<file path="src/rtl/tat_pkg.sv">
// Shared types, constants and trig table for the triangle affine transform.
package tat_pkg;

    localparam int COORD_WIDTH         = 16;
    localparam int TRIG_FRACTION_BITS  = 14;
    localparam int SCALE_FRACTION_BITS = 8;
    localparam int TABLE_BITS          = 14;
    localparam int ANGLE_WIDTH         = 16;
    localparam int SCALE_WIDTH         = 16;

    localparam int SUM_WIDTH   = COORD_WIDTH + 2;
    localparam int MAG_WIDTH   = COORD_WIDTH + 1;
    localparam int DIFF_WIDTH  = COORD_WIDTH + 1;
    localparam int TRIG_WIDTH  = TRIG_FRACTION_BITS + 2;
    localparam int COEF_WIDTH  = (TRIG_WIDTH > SCALE_WIDTH) ? TRIG_WIDTH : SCALE_WIDTH;
    localparam int PROD_WIDTH  = DIFF_WIDTH + COEF_WIDTH;
    localparam int ACC_WIDTH   = PROD_WIDTH + 1;
    localparam int RES_WIDTH   = ACC_WIDTH + 1;

    // Angle reduction: offset by a multiple of 360 so the angle is never negative,
    // then divide by 8 (shift) and by 45 through a reciprocal multiply.
    localparam int DEG_WIDTH        = 9;
    localparam int ANG_WIDTH        = ANGLE_WIDTH + 1;
    localparam int ANG_OFFSET       = 92 * 360;
    localparam int DEG_RECIP_WIDTH  = 11;
    localparam int DEG_SHIFT        = 16;
    localparam int DEG_RECIP        = (1 << DEG_SHIFT) / 45;
    localparam int DEG_Q_WIDTH      = 8;
    localparam int ANG_PROD_WIDTH   = ANG_WIDTH - 3 + DEG_RECIP_WIDTH;

    localparam logic [DEG_WIDTH-1:0] DEG_QUARTER = DEG_WIDTH'(90);
    localparam logic [DEG_WIDTH-1:0] DEG_HALF    = DEG_WIDTH'(180);
    localparam logic [DEG_WIDTH-1:0] DEG_3QUART  = DEG_WIDTH'(270);
    localparam logic [DEG_WIDTH-1:0] DEG_FULL    = DEG_WIDTH'(360);

    localparam int TRIG_UP   = (TRIG_FRACTION_BITS >= TABLE_BITS) ?
                               TRIG_FRACTION_BITS - TABLE_BITS : 0;
    localparam int TRIG_DOWN = (TRIG_FRACTION_BITS >= TABLE_BITS) ?
                               0 : TABLE_BITS - TRIG_FRACTION_BITS;

    typedef enum logic [1:0] {
        KIND_TRANSLATE = 2'd0,
        KIND_ROTATE    = 2'd1,
        KIND_SCALE     = 2'd2,
        KIND_PASS      = 2'd3
    } t_kind;

    typedef logic signed [COORD_WIDTH-1:0] t_coord;

    typedef struct packed {
        t_kind                          kind;
        t_coord                         x0;
        t_coord                         y0;
        t_coord                         x1;
        t_coord                         y1;
        t_coord                         x2;
        t_coord                         y2;
        t_coord                         shift_x;
        t_coord                         shift_y;
        logic signed [ANGLE_WIDTH-1:0]  angle;
        logic signed [SCALE_WIDTH-1:0]  scale;
    } t_item;

    typedef struct packed {
        t_item                  item;
        t_coord                 cx;
        t_coord                 cy;
        logic [DEG_WIDTH-1:0]   deg;
    } t_prep;

    // First-quadrant sine per degree, unsigned Q1.14, rounded to nearest.
    localparam logic [TABLE_BITS:0] SIN_Q14 [0:90] = '{
            0,   286,   572,   857,  1143,  1428,  1713,  1997,  2280,  2563,
         2845,  3126,  3406,  3686,  3964,  4240,  4516,  4790,  5063,  5334,
         5604,  5872,  6138,  6402,  6664,  6924,  7182,  7438,  7692,  7943,
         8192,  8438,  8682,  8923,  9162,  9397,  9630,  9860, 10087, 10311,
        10531, 10749, 10963, 11174, 11381, 11585, 11786, 11982, 12176, 12365,
        12551, 12733, 12911, 13085, 13255, 13421, 13583, 13741, 13894, 14044,
        14189, 14330, 14466, 14598, 14726, 14849, 14968, 15082, 15191, 15296,
        15396, 15491, 15582, 15668, 15749, 15826, 15897, 15964, 16026, 16083,
        16135, 16182, 16225, 16262, 16294, 16322, 16344, 16362, 16374, 16382,
        16384
    };

    function automatic logic [TRIG_WIDTH-1:0] quarter_entry(input logic [6:0] idx);
        logic [31:0] e;
        e = 32'(SIN_Q14[idx]) << TRIG_UP;
        e = (e + ((32'd1 << TRIG_DOWN) >> 1)) >> TRIG_DOWN;
        return TRIG_WIDTH'(e);
    endfunction

    function automatic logic signed [TRIG_WIDTH-1:0] sine_deg(input logic [DEG_WIDTH-1:0] d);
        logic [TRIG_WIDTH-1:0] m;
        logic                  neg;
        if (d < DEG_QUARTER) begin
            m   = quarter_entry(7'(d));
            neg = 1'b0;
        end else if (d < DEG_HALF) begin
            m   = quarter_entry(7'(DEG_HALF - d));
            neg = 1'b0;
        end else if (d < DEG_3QUART) begin
            m   = quarter_entry(7'(d - DEG_HALF));
            neg = 1'b1;
        end else begin
            m   = quarter_entry(7'(DEG_FULL - d));
            neg = 1'b1;
        end
        return neg ? -$signed(m) : $signed(m);
    endfunction

endpackage

</file>
<file path="src/rtl/tat_prep.sv">
// Front pipeline: centroid by reciprocal division and angle reduction to 0..359.
module tat_prep (
    input  logic             i_clk,
    input  logic             i_rst_n,
    input  logic             i_valid,
    input  tat_pkg::t_item   i_item,
    output logic             o_valid,
    output tat_pkg::t_prep   o_prep
);

    localparam int CW  = tat_pkg::COORD_WIDTH;
    localparam int SW  = tat_pkg::SUM_WIDTH;
    localparam int MW  = tat_pkg::MAG_WIDTH;
    localparam int AW  = tat_pkg::ANG_WIDTH;
    localparam int PW  = tat_pkg::ANG_PROD_WIDTH;
    localparam int QW  = tat_pkg::DEG_Q_WIDTH;
    localparam int DW  = tat_pkg::DEG_WIDTH;
    // floor(2^MW / 3) underestimates the quotient by at most one.
    localparam logic [MW-1:0] RECIP3 = MW'((64'd1 << MW) / 3);

    // Stage A: coordinate sums and the offset angle.
    logic signed [SW-1:0] n_sum_x, n_sum_y;
    logic [AW-1:0]        n_ang;

    assign n_sum_x = SW'(i_item.x0) + SW'(i_item.x1) + SW'(i_item.x2);
    assign n_sum_y = SW'(i_item.y0) + SW'(i_item.y1) + SW'(i_item.y2);
    assign n_ang   = AW'(i_item.angle) + AW'(tat_pkg::ANG_OFFSET);

    logic                 r_a_valid;
    tat_pkg::t_item       r_a_item;
    logic                 r_a_neg_x, r_a_neg_y;
    logic [MW-1:0]        r_a_mag_x, r_a_mag_y;
    logic [AW-1:0]        r_a_ang;

    always_ff @(posedge i_clk) begin
        r_a_item  <= i_item;
        r_a_neg_x <= n_sum_x[SW-1];
        r_a_neg_y <= n_sum_y[SW-1];
        r_a_mag_x <= MW'(n_sum_x[SW-1] ? -n_sum_x : n_sum_x);
        r_a_mag_y <= MW'(n_sum_y[SW-1] ? -n_sum_y : n_sum_y);
        r_a_ang   <= n_ang;
    end

    // Stage B: reciprocal multiplies.
    logic [2*MW-1:0] n_prod_x, n_prod_y;
    logic [PW-1:0]   n_ang_prod;

    assign n_prod_x   = (2*MW)'(r_a_mag_x) * (2*MW)'(RECIP3);
    assign n_prod_y   = (2*MW)'(r_a_mag_y) * (2*MW)'(RECIP3);
    assign n_ang_prod = PW'(r_a_ang[AW-1:3]) * PW'(tat_pkg::DEG_RECIP);

    logic                 r_b_valid;
    tat_pkg::t_item       r_b_item;
    logic                 r_b_neg_x, r_b_neg_y;
    logic [MW-1:0]        r_b_mag_x, r_b_mag_y;
    logic [MW-1:0]        r_b_q_x, r_b_q_y;
    logic [AW-1:0]        r_b_ang;
    logic [QW-1:0]        r_b_qa;

    always_ff @(posedge i_clk) begin
        r_b_item  <= r_a_item;
        r_b_neg_x <= r_a_neg_x;
        r_b_neg_y <= r_a_neg_y;
        r_b_mag_x <= r_a_mag_x;
        r_b_mag_y <= r_a_mag_y;
        r_b_q_x   <= n_prod_x[2*MW-1:MW];
        r_b_q_y   <= n_prod_y[2*MW-1:MW];
        r_b_ang   <= r_a_ang;
        r_b_qa    <= n_ang_prod[tat_pkg::DEG_SHIFT +: QW];
    end

    // Stage C: quotient corrections, sign restore and angle remainder correction.
    logic [MW-1:0] n_rem_x, n_rem_y, n_qc_x, n_qc_y;
    logic [AW-1:0] n_ra;
    logic [AW-1:0] n_ra_fix;

    assign n_rem_x  = r_b_mag_x - MW'(r_b_q_x * MW'(3));
    assign n_rem_y  = r_b_mag_y - MW'(r_b_q_y * MW'(3));
    assign n_qc_x   = (n_rem_x >= MW'(3)) ? r_b_q_x + MW'(1) : r_b_q_x;
    assign n_qc_y   = (n_rem_y >= MW'(3)) ? r_b_q_y + MW'(1) : r_b_q_y;
    assign n_ra     = r_b_ang - AW'(r_b_qa) * AW'(tat_pkg::DEG_FULL);
    assign n_ra_fix = (n_ra >= AW'(tat_pkg::DEG_FULL)) ? n_ra - AW'(tat_pkg::DEG_FULL) : n_ra;

    logic           r_c_valid;
    tat_pkg::t_prep r_c_prep;

    always_ff @(posedge i_clk) begin
        r_c_prep.item <= r_b_item;
        r_c_prep.cx   <= CW'(r_b_neg_x ? -n_qc_x : n_qc_x);
        r_c_prep.cy   <= CW'(r_b_neg_y ? -n_qc_y : n_qc_y);
        r_c_prep.deg  <= DW'(n_ra_fix);
    end

    always_ff @(posedge i_clk) begin
        if (!i_rst_n) begin
            r_a_valid <= 1'b0;
            r_b_valid <= 1'b0;
            r_c_valid <= 1'b0;
        end else begin
            r_a_valid <= i_valid;
            r_b_valid <= r_a_valid;
            r_c_valid <= r_b_valid;
        end
    end

    assign o_valid = r_c_valid;
    assign o_prep  = r_c_prep;

endmodule

</file>
<file path="config.mk">
export PLATFORM = sky130hd
export DESIGN_NAME = tat_prep
export DESIGN_NICKNAME = d
export VERILOG_FILES = /design/src/rtl/tat_pkg.sv /design/src/rtl/tat_prep.sv
export SDC_FILE = /design/constraint.sdc
export NUM_CORES = 1
export LEC_CHECK = 0
export BUFFER_PORTS_ARGS = -buffer_cell sky130_fd_sc_hd__buf_2
export CAP_MARGIN = 20
export CORE_MARGIN = 2
export CORE_UTILIZATION = 46
export DETAILED_ROUTE_END_ITERATION = 12
export GPL_ROUTABILITY_DRIVEN = 0
export PLACE_DENSITY = 0.68
export SYNTH_ARGS = -nofsm -noshare
export SYNTH_HDL_FRONTEND = slang
export SYNTH_SLANG_ARGS = --single-unit
</file>
<file path="constraint.sdc">
create_clock -name i_clk -period 5.65 [get_ports i_clk]
set_input_delay 0 -clock i_clk [delete_from_list [all_inputs] [get_ports i_clk]]
set_output_delay 0 -clock i_clk [all_outputs]
set_load 0.1 [all_outputs]
</file>
# Yosys cells after proc, flatten, opt, wreduce, memory -nomap -nowiden
# Index checks and enable logic that the tools add are counted.
# W data, S select, Z words.
[classes]
n_addsub = 15
multipliers = 6
n_lt_le_gt_ge = 3
muxes = 7
[op_table]
columns = ["cell", "n"]
rows = [
  ["$mul A17 B15 Y32 const B", 2],
  ["$mux W16", 4],
  ["$sub A17 B17 Y17", 3],
  ["$add A17 B16 Y18", 2],
  ["$add A16 B16 Y17", 2],
  ["$ge A17 B2 Y1 const B", 2],
  ["$mul A16 B2 Y17 const B", 2],
  ["$mux W17", 2],
  ["$neg A17 Y17", 2],
  ["$add A16 B1 Y16 const B", 2],
  ["$neg A16 Y16", 2],
  ["$mul A14 B7 Y20 const B", 1],
  ["$add A16 B17 Y17 const B", 1],
  ["$ge A17 B9 Y1 const B", 1],
  ["$mul A8 B6 Y14 const B", 1],
  ["$mux W9", 1],
  ["$sub A9 B9 Y9 const B", 1],
]
[totals]
reg_bits = 676
out_inout_bits = 204
wordCells = 83

# Logic depth before layout (Yosys ltp)
# Gate-level depths: netlist of the first run.
[depth]
depth_word = 6
ltp_mapped = 28

# Least setup slack after synthesis of the first run
# No wires, ideal clock.
[synth_path]
path_type = "register -> register"
start = "register r_a_mag_y[1]"
end = "register r_b_q_y[15]"
setup_time_ns = 0.129
arrival_time_ns = 5.590
path_slack_ns = -0.070
stages_incl_launch_ff = 20
path_buffers = 0
synth_period_minus_slack_ns = 5.720
cell_sequence = "dfxtp_1 ha_1 inv_1 fa_1 fa_1 fa_1 inv_1 fa_1 fa_1 ha_1 nor3_1 nand2_1 a2111oi_0 o31ai_1 a31oi_1 o21ai_0 a21oi_1 o21ai_0 o41ai_1 xnor2_1"
[synth_via]
elab_chain_cells = 1
[synth_lines]
columns = ["item", "line_no", "rtl"]
rows = [
  ["start, declared", "tat_prep.sv:32", "logic [MW-1:0] r_a_mag_x, r_a_mag_y;"],
  ["start signal, assigned", "tat_prep.sv:40", "r_a_mag_y <= MW'(n_sum_y[SW-1] ? -n_sum_y : n_sum_y);"],
  ["$mul A17 B15 Y32", "tat_prep.sv:49", "assign n_prod_y = (2*MW)'(r_a_mag_y) * (2*MW)'(RECIP3);"],
  ["net n_prod_y[32]", "tat_prep.sv:45", "logic [2*MW-1:0] n_prod_x, n_prod_y;"],
  ["end signal, assigned", "tat_prep.sv:67", "r_b_q_y <= n_prod_y[2*MW-1:MW];"],
  ["end, declared", "tat_prep.sv:56", "logic [MW-1:0] r_b_q_x, r_b_q_y;"],
]
# The timed path passes the listed nets, and every way through them passes these cells.
# A chain may end at the register's enable or synchronous reset.

# Worst setup path after layout of the first run
[layout_path]
start = "register r_b_qa[2]"
end = "register r_c_prep (netlist bit o_prep[6])"
[layout_via]
elab_chain_cells = 4
[layout_lines]
columns = ["item", "line_no", "rtl"]
rows = [
  ["start, declared", "tat_prep.sv:58", "logic [QW-1:0] r_b_qa;"],
  ["start signal, assigned", "tat_prep.sv:69", "r_b_qa <= n_ang_prod[tat_pkg::DEG_SHIFT +: QW];"],
  ["$mul A8 B6 Y14 (*)", "tat_prep.sv:81", "assign n_ra = r_b_ang - AW'(r_b_qa) * AW'(tat_pkg::DEG_FULL);"],
  ["$sub A17 B17 Y17 (*)", "tat_prep.sv:81", ""],
  ["$ge A17 B9 Y1 or $sub A9 B9 Y9 (tied branches)", "tat_prep.sv:82", "assign n_ra_fix = (n_ra >= AW'(tat_pkg::DEG_FULL)) ? n_ra - AW'(tat_pkg::DEG_FULL) : n_ra;"],
  ["$mux W9 (*)", "tat_prep.sv:82", ""],
  ["net n_ra_fix[6]", "tat_prep.sv:75", "logic [AW-1:0] n_ra_fix;"],
  ["end, declared", "tat_prep.sv:85", "tat_pkg::t_prep r_c_prep;"],
]
# The timed path passes the listed nets; every way through them passes the cells marked *.

==> results of run 1 <==
registers in the layout (all words and copies together), names as in the netlist:
| register | cells |
|---|---|
| r_a_mag_x | 17 |
| r_a_neg_x | 1 |
| r_b_ang | 17 |
| r_b_neg_x | 1 |
| r_a_mag_y | 17 |
| r_b_valid | 1 |
| o_prep | 200 |
| r_b_neg_y | 1 |
| r_b_mag_y | 17 |
| r_b_qa | 8 |
| r_a_ang | 17 |
| r_b_item | 157 |
| r_a_valid | 1 |
| r_b_mag_x | 17 |
| r_a_neg_y | 1 |
| r_b_q_x | 16 |
| o_valid | 1 |
| r_b_q_y | 16 |
| r_a_item | 157 |
per-stage QoR:
stage          instance area [um2]  setup TNS [ns]  util (%)  setup WS, ns  hold WS, ns
2_1_floorplan                32500               0         -       0.00260       0.0277
3_3_place_gp                 35800         -0.0518      51.2       -0.0451        0.102
3_5_place_dp                 35800          -0.483      51.2        -0.142        0.104
4_1_cts                      40500               0      58.0       0.00440   0.00000955
5_1_grt                      41000          -0.646      58.7        -0.118      0.00545
6_report                     41000               0      58.7         0.151       0.0119
cells in the mapped netlist, drive strengths merged (5+ instances only):
master / instances
o41ai: 10
or2: 7
xnor2: 149
nor4: 13
o21a: 25
o211ai: 13
nand3: 43
o31ai: 16
o2111ai: 5
o211a: 5
nand3b: 7
a31o: 9
nor3: 38
mux2i: 12
nand2b: 15
mux2: 7
nand2: 95
or3: 14
nand4: 14
a311oi: 7
and2: 20
clkbuf: 24
o31a: 6
inv: 470
a211o: 6
a31oi: 22
fa: 254
a21oi: 92
o22ai: 8
buf: 11
o21ai: 78
or4: 13
nor3b: 11
nor2: 108
nor2b: 17
a21o: 34
and3: 17
o21bai: 11
a211oi: 11
xor2: 46
dfxtp: 663
ha: 424
what timing repair did:
action / CTS / global route
endpoints found under the setup margin: 9 / 23
gates resized for setup: 13 / 72
buffers inserted: 2 / 10
pin swaps: 10 / 43
gates cloned: 0 / 0
endpoints found under the hold margin: 181 / 0
hold buffers: 213 / 0
layer usage:
| layer | vias up | share of wire [%] | GRT usage (%) |
|---|---|---|---|
| met5 | - | 0.083 | 0 |
| met3 | 151 | 5.0 | 3.79 |
| met1 | 10674 | 43 | 25.7 |
| met4 | 10 | 2.9 | 7.28 |
| li1 | 10995 | - | - |
| met2 | 511 | 49 | 36.1 |
path summary, 6_finish.rpt:
path | start | endpoint | slack (ns) | depth (start not counted)
setup / recovery | r_b_qa[2]$_DFF_P_ | o_prep[6]$_DFF_P_ | 0.15 | 29
hold / removal | i_item[161] | r_a_item[161]$_DFF_P_ | 0.01 | 2
setup reg to reg | r_b_qa[2]$_DFF_P_ | o_prep[6]$_DFF_P_ | 0.15 | 29
hold reg to reg | r_b_item[75]$_DFF_P_ | o_prep[116]$_DFF_P_ | 0.31 | 0
cell families (layout without fill, tap and decap cells):
| family | count (synthesis) | count (layout) | synth area share, % |
|---|---|---|---|
| DFF | 663 | 663 | 40.9 |
| xor gates and xnor gates | 197 | 197 | 5.40 |
| muxes | 19 | 19 | 0.613 |
| buffers and inverters | 505 | 1254 | 5.92 |
| AOI/OAI and AO/OA | 397 | 397 | 8.19 |
| other | 0 | 4 | 0 |
| and+or+nand+nor | 446 | 446 | 7.01 |
| adders and majority gates | 678 | 678 | 32.0 |
cell type report:
cell class              count  area share [%]
flip-flops and latches    663            32.4
well taps                 940            2.87
clock buffers              94            4.83
multi-input cells        1737            43.1
clock inverters            32            1.32
inverters                 470            4.30
diodes                      4          0.0244
repair buffers            658            11.1
cells in the final DEF (no fill, tap or decap), drive strengths merged, types with 17 or more instances in the layout:
| master | count |
|---|---|
| nor2 | 108 |
| o21a | 25 |
| and3 | 17 |
| and2 | 20 |
| o21ai | 78 |
| dlygate4sd3 | 213 |
| a31oi | 22 |
| clkbuf | 94 |
| nor2b | 17 |
| ha | 424 |
| nor3 | 38 |
| a21o | 34 |
| a21oi | 92 |
| xor2 | 46 |
| buf | 445 |
| inv | 474 |
| dfxtp | 663 |
| nand2 | 95 |
| nand3 | 43 |
| xnor2 | 149 |
| fa | 254 |
==> impl_metrics.tcl, run 1 <==
set metrics [dict create \
    drtIter0Drc 938 \
    synth.top_cells.by_area "dfxtp_1, ha_1, fa_1" \
    hp-class "in2reg" \
    wirelength_mm 76.3 \
    setup_viol_count_final 0 \
    grt_pass1_vias 23236 \
    instances_no_fill 4598 \
    cts_buffer_depth 3 \
    grt_max_degree 20 \
    ys_types 83 \
    avgSynthCellArea_um2 11.2 \
    synth_nets 3748 \
    synthCells 2905 \
    finalCriticalPeriod_ns 5.50 \
    track_usage_pct 20.7 \
    seq_area_frac_synth_pct 40.9 \
    dpl.cell_count 4243 \
    critical_path_required_ns 6.16 \
    critPathBufInv 4 \
    drive_gt1_share_pct 18.1 \
    status "completed" \
    overflow 0 \
    critical_path_class "reg2reg" \
    avgViaCountPerCell 4.86 \
    ios 369 \
    ant_nets 0 \
    ys.flop_type "dfxtp_1" \
    slowest_stage "fa_1" \
    synth.cell_area_um2 32500 \
    via_count 22341 \
    dr.pass1.iters 7 \
    cts_htree_levels 3 \
    layout.nets 4444 \
    async_flop_share_pct 0 \
    worst_slew_pin_slew_ns 0.870 \
    fillers 5650 \
    synth_edf_count 0 \
    cts_tree "built" \
    die_w_um 270 \
    synth_top_area_share_pct 40.9 \
    antenna_found_initial 10 \
    yosys.area.top_type "dfxtp_1" \
    critPathMaxStageDelay_ns 0.53 \
    startpoint_type "register" \
    rows 97 \
    portBuffers 368 \
    route.detailed.drc 0 \
    start_util_pct 46.5 \
    finalCritPeriodShare_pct 97.3 \
    worstSkewPairLatency_ns 0.64 \
    grt_pass1_wl_mm 119 \
    die_h_um 270 \
    max_cap_viol_count 0 \
    numCtsBuffers 71 \
    hold_viol_final 0 \
    multi_input_area_um2 17700 \
    root_buffer "clkbuf_16" \
    endpoint_kind "register" \
    fin_worst_skew_ns 0.0731 \
    seqCellArea_um2 13300 \
    cts.sinks 663 \
    die_area_um2 72700 \
    crit_fanout 6 \
    slew_violations 0 \
    path_delay_family "adder cells" \
    cts.clk_slew.worst_paths_ns 0.07 \
    avgRoutedWirePerCell_um 16.6 \
    synth_warnings 0 \
    slew_headroom_pct 42.0 \
    core_um2 69900 \
    fmax_mhz 182 \
    arrival_ns 6.00 \
    yosys_register_bits 663 \
    syn_to_final_growth_pct 26.3 \
    dp_hpwl_mm 57.6 \
]
Power of run 1 is not shown: default switching activity piles up to over one toggle a cycle in this logic, so the estimate is an artifact.
==> run 2: changes to the inputs <==
- CELL_PAD_IN_SITES_DETAIL_PLACEMENT: default -> 0
- CELL_PAD_IN_SITES_GLOBAL_PLACEMENT: default -> 1
- CORE_UTILIZATION: 46 -> 35
- PLACE_DENSITY: 0.68 -> default
- PLACE_DENSITY_LB_ADDON: default -> 0.1
==> impl_metrics.tcl, run 2 (synthesis results as in run 1) <==
set metrics [dict create \
    status "completed" \
    slew_headroom_pct 42.4 \
    setup_viol_count_final 0 \
    top_usage_layer "met2" \
    layout.nets 4499 \
    worstSkewPairLatency_ns 0.65 \
    multi_input_area_um2 17600 \
    grt_pass1_vias 23902 \
    critical_path_class "reg2reg" \
    met2_usage_pct 28.2 \
    finalCritPeriodShare_pct 95.9 \
    numCtsBuffers 76 \
    endpoint_kind "register" \
    die_area_um2 95200 \
    arrival_ns 5.94 \
    drive_gt1_share_pct 17.8 \
    syn_to_final_growth_pct 28.9 \
    grt_max_degree 20 \
    critical_path_required_ns 6.17 \
    route.detailed.drc 0 \
    final_cell_mix "dfxtp_1, inv_1, ha_1" \
    cts.clk_slew.worst_paths_ns 0.06 \
    cts_htree_levels 3 \
    drtIter0Drc 773 \
    core_um2 91800 \
    cts_buffer_depth 3 \
    via_count 22338 \
    holdPathStages 2 \
    crit_fanout 2 \
    start_util_pct 35.4 \
    grt_pass1_wl_mm 128 \
    dr.pass1.iters 6 \
    overflow 0 \
    hold_viol_final 0 \
    rows 111 \
    die_w_um 309 \
    cts_tree "built" \
    track_usage_pct 17.1 \
    fin_setup_tns_ns 0 \
    hp-class "in2reg" \
    antenna_found_initial 5 \
    wirelength_mm 81.0 \
    ant_nets 0 \
    worst_slew_pin_slew_ns 0.863 \
    num_antenna_cells 0 \
    seqCellArea_um2 13300 \
    startpoint_type "register" \
    max_cap_viol_count 0 \
    portBuffers 368 \
    reg2reg_depth 19 \
    die_h_um 309 \
    avgRoutedWirePerCell_um 16.3 \
    layout_commonest_cell "dfxtp_1" \
    fin_worst_skew_ns 0.0240 \
    ios 369 \
    fmax_mhz 185 \
    avgViaCountPerCell 4.50 \
    use_met1_pct 22.4 \
    cts.sinks 663 \
    use_met3_pct 3.27 \
    fillers 8583 \
    dp_hpwl_mm 65.6 \
    largest_reg_flops 200 \
    slew_violations 0 \
    finalCriticalPeriod_ns 5.42 \
    root_buffer "clkbuf_16" \
]
[run 2: per-layer routing]
metal	up-vias	wire length [um]
met5	-	0
met4	0	2060
met3	123	4100
met2	453	37300
met1	10643	37600
li1	11119	-
[run 2: worst max-delay path: stages (launching register included)]
cell	delay (ns)
dfxtp_1	0.32
ha_1	0.29
inv_1	0.05
fa_1	0.50
fa_1	0.45
fa_1	0.56
inv_1	0.06
fa_1	0.58
fa_1	0.45
ha_2	0.22
nor3_2	0.18
nand2_2	0.10
a2111oi_4	0.42
o31ai_4	0.14
buf_4	0.15
a21o_1	0.19
a21o_1	0.20
a21oi_1	0.21
o21bai_1	0.10
xor2_1	0.14
[run 2: final timing paths]
| kind | startpoint | endpoint | slack, ns |
|---|---|---|---|
| worst min register to register | r_a_item[127]$_DFF_P_ | r_b_item[127]$_DFF_P_ | 0.31 |
| worst min-delay path | i_item[134] | r_a_item[134]$_DFF_P_ | 0.03 |
| worst max-delay path | r_a_mag_y[1]$_DFF_P_ | r_b_q_y[5]$_DFF_P_ | 0.23 |
| worst max register to register | r_a_mag_y[1]$_DFF_P_ | r_b_q_y[5]$_DFF_P_ | 0.23 |
[run 2: what timing repair did]
action | CTS | global route
hold buffers | 264 | 0
resized for setup | 15 | 53
gates cloned | 0 | 0
pin swaps | 4 | 27
endpoints found under the hold margin | 182 | 0
setup buffers | 1 | 4
endpoints found under the setup margin | 16 | 25
[run 2: stage by stage]
| stage | instance area (um2) | utilization (%) | cells | worst slack (ns) | hold WS [ns] |
|---|---|---|---|---|---|
| 6_report | 41800 | 45.6 | 4959 | 0.232 | 0.0299 |
| 5_1_grt | 41800 | 45.6 | 4959 | -0.0284 | 0.0111 |
| 4_1_cts | 41600 | 45.3 | 4955 | 0.000130 | 0.000465 |
| 3_5_place_dp | 36200 | 39.5 | 4552 | -0.351 | 0.104 |
| 3_3_place_gp | 36200 | 39.5 | 4552 | -0.291 | 0.102 |
| 2_1_floorplan | 32500 | - | 2905 | 0.00260 | 0.0277 |
[run 2: area by class of cell]
cell class                      instances  share of cell area (%)
Clock inverter                         36                    1.15
Inverter                              470                    4.22
Timing Repair Buffer                  708                    12.1
Multi-Input combinational cell       1737                    42.0
Tap cell                             1243                    3.72
Sequential cell                       663                    31.8
Clock buffer                          102                    5.11
Power of run 2 is left out for the same reason.
